File: config.mk
export PLATFORM = sky130hd
export DESIGN_NAME = signed_integer_to_radix_text
export DESIGN_NICKNAME = d
export VERILOG_FILES = /design/src/rtl/sirt_pkg.sv /design/src/rtl/signed_integer_to_radix_text.sv /design/src/rtl/sirt_datapath.sv /design/src/rtl/sirt_ctrl.sv
export SDC_FILE = /design/constraint.sdc
export NUM_CORES = 2
export LEC_CHECK = 0
export ABC_AREA = 1
export BUFFER_PORTS_ARGS = -buffer_cell sky130_fd_sc_hd__buf_2
export CORE_ASPECT_RATIO = 0.8
export CORE_MARGIN = 2
export CORE_UTILIZATION = 50
export CTS_CLUSTER_SIZE = 30
export DETAILED_ROUTE_END_ITERATION = 6
export GPL_TIMING_DRIVEN = 0
export PLACE_DENSITY = 0.66
export SKIP_LAST_GASP = 1
export SLEW_MARGIN = 20
export SYNTH_ARGS = -nofsm -noshare
export SYNTH_HDL_FRONTEND = slang
export SYNTH_SLANG_ARGS = --single-unit
File: constraint.sdc
create_clock -name i_clk -period 7.7 [get_ports i_clk]
set_input_delay 1.155 -clock i_clk [delete_from_list [all_inputs] [get_ports i_clk]]
set_output_delay 1.155 -clock i_clk [all_outputs]
set_load 0.01 [all_outputs]
File: src/rtl/sirt_pkg.sv
// ----------------------------------------------------------------------------
// sirt_pkg
// Types, constants and the reciprocal table of the radix text converter.
// ----------------------------------------------------------------------------
package sirt_pkg;

    localparam int MAX_RADIX  = 16;
    localparam int MAX_DIGITS = 32;
    localparam int NDIG_W     = $clog2(MAX_DIGITS + 1);
    localparam int DIDX_W     = $clog2(MAX_DIGITS);
    localparam int CFG_IDX_W  = 2;

    localparam logic [CFG_IDX_W-1:0] CFG_SIZE = 2'd0;
    localparam logic [CFG_IDX_W-1:0] CFG_LOW  = 2'd1;
    localparam logic [CFG_IDX_W-1:0] CFG_HIGH = 2'd2;

    localparam logic [7:0] CHR_0     = 8'h30;
    localparam logic [7:0] CHR_9     = 8'h39;
    localparam logic [7:0] CHR_LA    = 8'h61;
    localparam logic [7:0] CHR_LZ    = 8'h7A;
    localparam logic [7:0] CHR_UA    = 8'h41;
    localparam logic [7:0] CHR_UZ    = 8'h5A;
    localparam logic [7:0] CHR_MINUS = 8'h2D;

    typedef enum logic [2:0] {
        ST_IDLE,
        ST_CHECK,
        ST_MUL,
        ST_FIX,
        ST_SIGN,
        ST_DIGITS,
        ST_BAD
    } t_state;

    typedef struct packed {
        logic load;
        logic chk_step;
        logic mul;
        logic fix;
        logic emit_sign;
        logic emit_digit;
        logic emit_bad;
    } t_dp_cmd;

    typedef struct packed {
        logic size_bad;
        logic chk_bad;
        logic chk_done;
        logic q_zero;
        logic neg;
        logic last_digit;
        logic out_free;
    } t_dp_sts;

    // floor(2^32 / radix)
    function automatic logic [31:0] recip_of(input logic [4:0] radix);
        logic [31:0] m;
        unique case (radix)
            5'd2:    m = 32'h8000_0000;
            5'd3:    m = 32'h5555_5555;
            5'd4:    m = 32'h4000_0000;
            5'd5:    m = 32'h3333_3333;
            5'd6:    m = 32'h2AAA_AAAA;
            5'd7:    m = 32'h2492_4924;
            5'd8:    m = 32'h2000_0000;
            5'd9:    m = 32'h1C71_C71C;
            5'd10:   m = 32'h1999_9999;
            5'd11:   m = 32'h1745_D174;
            5'd12:   m = 32'h1555_5555;
            5'd13:   m = 32'h13B1_3B13;
            5'd14:   m = 32'h1249_2492;
            5'd15:   m = 32'h1111_1111;
            5'd16:   m = 32'h1000_0000;
            default: m = 32'h0000_0000;
        endcase
        return m;
    endfunction

endpackage

File: src/rtl/signed_integer_to_radix_text.sv
// ----------------------------------------------------------------------------
// signed_integer_to_radix_text
// Writes a signed 32-bit value as text in the radix of a configured alphabet.
//
//   channel  direction  handshake               payload
//   cfg      in         i_cfg_valid/o_cfg_ready i_cfg_index, i_cfg_data
//   in       in         i_in_valid/o_in_ready   i_value
//   out      out        o_out_valid/i_out_ready o_symbol, o_last_symbol,
//                                               o_bad_alphabet
//
// One item at a time: accept, one alphabet check step per symbol (up to
// 16), a reciprocal multiply step and a correct step per digit (up to 32
// digits), then the characters one by one (up to 33). The longest item is
// radix 2 with the most negative value.
// A bad alphabet ends the check early and gives one flagged result.
// Reset is synchronous; it clears the alphabet, the sequencer and the output valid flag.
// An output stall holds the current character and pauses emission.
// ----------------------------------------------------------------------------
module signed_integer_to_radix_text (
    input  logic                             i_clk,
    input  logic                             i_rst_n,
    input  logic                             i_cfg_valid,
    output logic                             o_cfg_ready,
    input  logic [sirt_pkg::CFG_IDX_W-1:0]   i_cfg_index,
    input  logic [63:0]                      i_cfg_data,
    input  logic                             i_in_valid,
    output logic                             o_in_ready,
    input  logic signed [31:0]               i_value,
    output logic                             o_out_valid,
    input  logic                             i_out_ready,
    output logic [7:0]                       o_symbol,
    output logic                             o_last_symbol,
    output logic                             o_bad_alphabet
);
    import sirt_pkg::*;

    t_dp_cmd cmd;
    t_dp_sts sts;

    assign o_cfg_ready = 1'b1;

    sirt_ctrl u_ctrl (
        .i_clk      (i_clk),
        .i_rst_n    (i_rst_n),
        .i_in_valid (i_in_valid),
        .o_in_ready (o_in_ready),
        .i_sts      (sts),
        .o_cmd      (cmd)
    );

    sirt_datapath u_datapath (
        .i_clk          (i_clk),
        .i_rst_n        (i_rst_n),
        .i_cfg_valid    (i_cfg_valid),
        .i_cfg_index    (i_cfg_index),
        .i_cfg_data     (i_cfg_data),
        .i_value        (i_value),
        .i_cmd          (cmd),
        .o_sts          (sts),
        .i_out_ready    (i_out_ready),
        .o_out_valid    (o_out_valid),
        .o_symbol       (o_symbol),
        .o_last_symbol  (o_last_symbol),
        .o_bad_alphabet (o_bad_alphabet)
    );

endmodule

File: src/rtl/sirt_datapath.sv
// ----------------------------------------------------------------------------
// sirt_datapath
// Alphabet registers, alphabet check, reciprocal divider, digit stack and
// output register.
// ----------------------------------------------------------------------------
module sirt_datapath (
    input  logic                             i_clk,
    input  logic                             i_rst_n,
    input  logic                             i_cfg_valid,
    input  logic [sirt_pkg::CFG_IDX_W-1:0]   i_cfg_index,
    input  logic [63:0]                      i_cfg_data,
    input  logic signed [31:0]               i_value,
    input  sirt_pkg::t_dp_cmd                i_cmd,
    output sirt_pkg::t_dp_sts                o_sts,
    input  logic                             i_out_ready,
    output logic                             o_out_valid,
    output logic [7:0]                       o_symbol,
    output logic                             o_last_symbol,
    output logic                             o_bad_alphabet
);
    import sirt_pkg::*;

    logic [4:0]        r_size;
    logic [63:0]       r_low;
    logic [63:0]       r_high;
    logic [31:0]       r_mag,   n_mag;
    logic [31:0]       r_recip, n_recip;
    logic [31:0]       r_q0,    n_q0;
    logic              r_neg,   n_neg;
    logic [NDIG_W-1:0] r_ndig,  n_ndig;
    logic [3:0]        r_vidx,  n_vidx;
    logic [3:0]        r_digits [MAX_DIGITS];
    logic              r_out_valid, n_out_valid;
    logic [7:0]        r_symbol, n_symbol;
    logic              r_last,   n_last;
    logic              r_bad,    n_bad;

    logic [7:0]        cur_sym;
    logic              dup;
    logic [63:0]       prod;
    logic [31:0]       size32;
    logic [31:0]       fix_rem0;
    logic              fix_corr;
    logic [31:0]       fix_q;
    logic [31:0]       fix_rem;
    logic [DIDX_W-1:0] rd_idx;
    logic [3:0]        rd_digit;
    logic              out_free;

    function automatic logic [7:0] sym_at(input logic [3:0] k, input logic [63:0] lo,
                                          input logic [63:0] hi);
        logic [5:0] base;
        base = {k[2:0], 3'b000};
        return k[3] ? hi[base +: 8] : lo[base +: 8];
    endfunction

    function automatic logic is_alnum(input logic [7:0] c);
        return (c >= CHR_0 && c <= CHR_9) || (c >= CHR_LA && c <= CHR_LZ) ||
               (c >= CHR_UA && c <= CHR_UZ);
    endfunction

    always_ff @(posedge i_clk) begin
        if (!i_rst_n) begin
            r_size <= '0;
            r_low  <= '0;
            r_high <= '0;
        end else if (i_cfg_valid) begin
            unique case (i_cfg_index)
                CFG_SIZE: r_size <= i_cfg_data[4:0];
                CFG_LOW:  r_low  <= i_cfg_data;
                CFG_HIGH: r_high <= i_cfg_data;
                default:  ;
            endcase
        end
    end

    always_comb begin
        cur_sym = sym_at(r_vidx, r_low, r_high);
        dup     = 1'b0;
        for (int j = 0; j < 16; j++) begin
            if (5'(j) < r_size && 4'(j) > r_vidx && sym_at(4'(j), r_low, r_high) == cur_sym) begin
                dup = 1'b1;
            end
        end
    end

    assign prod     = {32'd0, r_mag} * {32'd0, r_recip};
    assign size32   = {27'd0, r_size};
    assign fix_rem0 = r_mag - r_q0 * size32;
    assign fix_corr = fix_rem0 >= size32;
    assign fix_q    = r_q0 + {31'd0, fix_corr};
    assign fix_rem  = fix_corr ? fix_rem0 - size32 : fix_rem0;
    assign rd_idx   = DIDX_W'(r_ndig - NDIG_W'(1));
    assign rd_digit = r_digits[rd_idx];
    assign out_free = !r_out_valid || i_out_ready;

    always_comb begin
        o_sts.size_bad   = r_size < 5'd2 || r_size > 5'(MAX_RADIX);
        o_sts.chk_bad    = !is_alnum(cur_sym) || dup;
        o_sts.chk_done   = r_vidx == 4'(r_size - 5'd1);
        o_sts.q_zero     = fix_q == 32'd0;
        o_sts.neg        = r_neg;
        o_sts.last_digit = r_ndig == NDIG_W'(1);
        o_sts.out_free   = out_free;
    end

    always_comb begin
        n_mag   = r_mag;
        n_recip = r_recip;
        n_q0    = r_q0;
        n_neg   = r_neg;
        n_ndig  = r_ndig;
        n_vidx  = r_vidx;
        if (i_cmd.load) begin
            n_neg   = i_value[31];
            n_mag   = i_value[31] ? 32'd0 - $unsigned(i_value) : $unsigned(i_value);
            n_recip = recip_of(r_size);
            n_ndig  = '0;
            n_vidx  = '0;
        end
        if (i_cmd.chk_step) begin
            n_vidx = r_vidx + 4'd1;
        end
        if (i_cmd.mul) begin
            n_q0 = prod[63:32];
        end
        if (i_cmd.fix) begin
            n_mag  = fix_q;
            n_ndig = r_ndig + NDIG_W'(1);
        end
        if (i_cmd.emit_digit) begin
            n_ndig = r_ndig - NDIG_W'(1);
        end
    end

    always_comb begin
        n_out_valid = r_out_valid && !i_out_ready;
        n_symbol    = r_symbol;
        n_last      = r_last;
        n_bad       = r_bad;
        if (i_cmd.emit_sign) begin
            n_out_valid = 1'b1;
            n_symbol    = CHR_MINUS;
            n_last      = 1'b0;
            n_bad       = 1'b0;
        end
        if (i_cmd.emit_digit) begin
            n_out_valid = 1'b1;
            n_symbol    = sym_at(rd_digit, r_low, r_high);
            n_last      = r_ndig == NDIG_W'(1);
            n_bad       = 1'b0;
        end
        if (i_cmd.emit_bad) begin
            n_out_valid = 1'b1;
            n_symbol    = 8'd0;
            n_last      = 1'b1;
            n_bad       = 1'b1;
        end
    end

    always_ff @(posedge i_clk) begin
        r_mag    <= n_mag;
        r_recip  <= n_recip;
        r_q0     <= n_q0;
        r_neg    <= n_neg;
        r_ndig   <= n_ndig;
        r_vidx   <= n_vidx;
        r_symbol <= n_symbol;
        r_last   <= n_last;
        r_bad    <= n_bad;
        if (i_cmd.fix) begin
            r_digits[r_ndig[DIDX_W-1:0]] <= fix_rem[3:0];
        end
    end

    always_ff @(posedge i_clk) begin
        if (!i_rst_n) begin
            r_out_valid <= 1'b0;
        end else begin
            r_out_valid <= n_out_valid;
        end
    end

    assign o_out_valid    = r_out_valid;
    assign o_symbol       = r_symbol;
    assign o_last_symbol  = r_last;
    assign o_bad_alphabet = r_bad;

endmodule

File: src/rtl/sirt_ctrl.sv
// ----------------------------------------------------------------------------
// sirt_ctrl
// Sequencer: accept, alphabet check, divide loop, character emission.
// ----------------------------------------------------------------------------
module sirt_ctrl (
    input  logic               i_clk,
    input  logic               i_rst_n,
    input  logic               i_in_valid,
    output logic               o_in_ready,
    input  sirt_pkg::t_dp_sts  i_sts,
    output sirt_pkg::t_dp_cmd  o_cmd
);
    import sirt_pkg::*;

    t_state r_state, n_state;

    always_ff @(posedge i_clk) begin
        if (!i_rst_n) begin
            r_state <= ST_IDLE;
        end else begin
            r_state <= n_state;
        end
    end

    always_comb begin
        n_state = r_state;
        unique case (r_state)
            ST_IDLE: begin
                if (i_in_valid) n_state = ST_CHECK;
            end
            ST_CHECK: begin
                priority if (i_sts.size_bad || i_sts.chk_bad) n_state = ST_BAD;
                else if (i_sts.chk_done)                    n_state = ST_MUL;
            end
            ST_MUL: n_state = ST_FIX;
            ST_FIX: begin
                if (i_sts.q_zero) n_state = i_sts.neg ? ST_SIGN : ST_DIGITS;
                else              n_state = ST_MUL;
            end
            ST_SIGN: begin
                if (i_sts.out_free) n_state = ST_DIGITS;
            end
            ST_DIGITS: begin
                if (i_sts.out_free && i_sts.last_digit) n_state = ST_IDLE;
            end
            ST_BAD: begin
                if (i_sts.out_free) n_state = ST_IDLE;
            end
            default: n_state = ST_IDLE;
        endcase
    end

    always_comb begin
        o_cmd      = '0;
        o_in_ready = 1'b0;
        unique case (r_state)
            ST_IDLE: begin
                o_in_ready = 1'b1;
                o_cmd.load = i_in_valid;
            end
            ST_CHECK: begin
                o_cmd.chk_step = !(i_sts.size_bad || i_sts.chk_bad || i_sts.chk_done);
            end
            ST_MUL:    o_cmd.mul        = 1'b1;
            ST_FIX:    o_cmd.fix        = 1'b1;
            ST_SIGN:   o_cmd.emit_sign  = i_sts.out_free;
            ST_DIGITS: o_cmd.emit_digit = i_sts.out_free;
            ST_BAD:    o_cmd.emit_bad   = i_sts.out_free;
            default:   ;
        endcase
    end

endmodule

==> flow_summary.ini <==
[logic_synthesis]
synth_cells = 7350
synth_ff_type = edfxtp_1
avgSynthCellArea_sq_um = 7.92
yosysWarnings = 0
synth.net_count = 8778
synth_edf_count = 225
ys_types = 57
synth_seq_area_share = 0.167
async_flop_share = 0
synth_area_sq_mm = 0.0582
ys_ff_latch = 372

[sta]
hold_viol_final = 0
setup_viol = 0
finalClockSkew_ns = 0.0322
rsz0062_at_grt = true
period_share = 0.994
drv_slew = 0
tightest_slew_ns = 1.12
slew_headroom = 0.249
fmax_mhz = 131
period_needed_ns = 7.65
setup_ws_ns = 0.0477

[global_route]
grt_pass1_wl_um = 372000
grt_max_degree = 33
met2_usage = 0.635
grt-ovfl-total = 0
met3_usage = 0.154
grt_usage = 0.443
top_usage_layer = met2
grt_pass1_vias = 52300
grt_antenna_before_repair = 2
use_met1 = 0.585

[drt]
drt-wirelength-per-cell_um = 28.6
viasPerCell = 5.81
firstDrtPassIters = 7
wirelength_um = 263000
drc = 0
via_count = 53400
ant_nets = 0
drt_first_iter_violations = 6757

[critical_path]
start_kind = flop
worstPathArrival_ns = 8.06
end_kind = flop
crit_required_ns = 8.11
crit_type = flop to flop
critPathSlowestCell = fa_1
crit_top_cell = inv_1
cp_max_fo = 10
slowest_delay_ns = 0.60

[place]
dp.cells = 8991
post-dp-hpwl_um = 212000
post-place-ws_ns = -1.51
io_buffers = 113
gp_congestion = 1.09

[run_status]
status = finished, final reports clean

[clocking]
ctsHoldBuffers = 0
clock_latency_ns = 0.62
path_clk_slew_ns = 0.07
htree_num_levels = 2
cts_buffer_depth = 3
cts_buffers = 43
cts_sinks = 372
ctsRootBufferMaster = clkbuf_16
cts_tree = done

[finish]
fillers = 10900
area_growth_syn_to_layout_pct = 11.8
fin_cells = 9186
final_net_count = 9055
layout-drive-gt1-share = 0.0989

[job]
maxCapViolations = 0

[die]
initial_core_util = 0.506
fp.dieW_um = 385
die_area_sq_mm = 0.119
fp-row-count = 111
ios = 116
die_y_um = 309
design.core.area_sq_mm = 0.115

[worst_hold_path]
hp-class = flop to flop
-- critical path: cells and delay by family, from the launching register on --
| family | cells | cell delay [ns] |
|---|---|---|
| compound gates | 1 | 0.14 |
| flops | 1 | 0.39 |
| buf+inv | 10 | 1.04 |
| xor+xnor | 1 | 0.26 |
| simple gates | 7 | 1.23 |
| fa+ha+maj | 9 | 4.38 |
-- area by class of cell --
class	count	area [sq um]	area share
buffer	312	2350	0.0362
inverter	1727	6480	0.0996
clock inverter	27	253	0.00388
clock buffer	49	1140	0.0175
timing repair buffer	238	1780	0.0273
sequential	372	9700	0.149
antenna	3	7.51	0.000115
tap	1525	1910	0.0293
multi-input combinational	4933	41500	0.637
-- cell usage after synthesis (13+ instances only) --
master	count	area, sq um
nand4_1	23	144
buf_2	45	225
buf_1	13	48.8
o211ai_1	41	308
clkbuf_1	229	860
o21ai_0	321	1610
xnor2_1	53	464
edfxtp_1	225	6760
o21a_1	16	120
dfxtp_1	147	2940
nor3_1	55	275
ha_1	318	3980
a21oi_1	345	1730
inv_2	21	78.8
fa_1	1007	20200
nand2_1	1775	6660
xor2_1	102	893
buf_4	22	165
a31oi_1	32	200
nand3_1	257	1290
inv_1	1700	6380
nor2_1	443	1660
-- flip-flops by register name, indices dropped and copies added (netlist names) --
signal	cells
u_datapath.o_bad_alphabet	1
u_datapath.o_symbol	8
u_datapath.o_last_symbol	1
u_datapath.r_mag	32
u_datapath.r_ndig	6
u_datapath.r_q0	32
u_datapath.r_vidx	4
u_ctrl.r_state	3
u_datapath.r_low	64
u_datapath.r_digits	128
u_datapath.o_out_valid	1
u_datapath.r_recip	22
u_datapath.r_size	5
u_datapath.r_high	64
u_datapath.r_neg	1
-- routing by layer --
| layer | part of all wire | wire (um) | vias up |
|---|---|---|---|
| li1 | - | - | 22700 |
| met1 | 0.38 | 99000 | 26200 |
| met2 | 0.41 | 108000 | 3714 |
| met3 | 0.14 | 37300 | 821 |
| met4 | 0.070 | 18300 | 2 |
| met5 | 0.00026 | 69 | - |
-- per-stage QoR --
stage,TNS [ns],hold slack (ns),instance area (sq um),util
2_1_floorplan,0,0.444,58200,-
3_3_place_gp,-43.26,0.426,60700,0.528
3_5_place_dp,-39.37,0.428,60700,0.528
4_1_cts,-0.00357,0.444,64200,0.558
5_1_grt,-0.308,0.474,65100,0.566
6_report,0,0.439,65100,0.566
-- layout by cell type, fill, tap and decap left out, types with 13 or more instances in the layout --
cell type  instances
clkbuf_4          24
o21a_1            16
o211ai_1          41
buf_6             23
buf_2            168
nor2_1           429
buf_8             13
clkbuf_1          96
fa_2              41
nand2_1         1751
ha_4              19
o21ai_0          310
inv_2             50
a21oi_1          331
nor3_1            50
edfxtp_1         225
o21ai_1           15
xnor2_1           53
dfxtp_1          146
clkbuf_16         54
clkbuf_2          26
nand2_2           28
nand3_1          252
xor2_1           101
a31oi_1           25
clkbuf_8          35
inv_1           1671
nand4_1           23
ha_1             298
fa_1             966
buf_12            22
buf_4            136
-- logic make-up (layout without fill, tap and decap cells) --
| family | after synthesis | count (layout) | share of synthesized area |
|---|---|---|---|
| AOI/OAI and AO/OA | 856 | 856 | 0.0815 |
| xor gates and xnor gates | 157 | 157 | 0.0239 |
| adders and majority gates | 1325 | 1325 | 0.415 |
| buffers and inverters | 2045 | 2353 | 0.135 |
| DFF | 372 | 372 | 0.167 |
| other | 1 | 4 | 0.0000644 |
| and+or+nand+nor | 2594 | 2594 | 0.178 |
-- worst paths after layout --
path | slack (ns) | to | depth (start not counted) | startpoint
hold / removal | 0.44 | u_datapath.o_bad_alphabet$_SDFFE_PP1P_ | 2 | u_datapath.o_bad_alphabet$_SDFFE_PP1P_
setup / recovery | 0.05 | u_datapath.r_q0[24]$_DFFE_PP_ | 28 | u_datapath.r_recip[16]$_SDFFCE_PP0P_
hold reg to reg | 0.44 | u_datapath.o_bad_alphabet$_SDFFE_PP1P_ | 2 | u_datapath.o_bad_alphabet$_SDFFE_PP1P_
setup reg to reg | 0.05 | u_datapath.r_q0[24]$_DFFE_PP_ | 28 | u_datapath.r_recip[16]$_SDFFCE_PP0P_
-- what timing repair did --
item,4_1_cts,5_1_grt
pin swaps,19,58
gates resized for setup,372,230
setup endpoints to repair,120,29
gates cloned,1,1
endpoints found under the hold margin,0,0
setup buffers,88,32
Power is left out: the tool's default activity adds up to more than one toggle a clock period on the data nets, which glitch-free logic cannot reach.
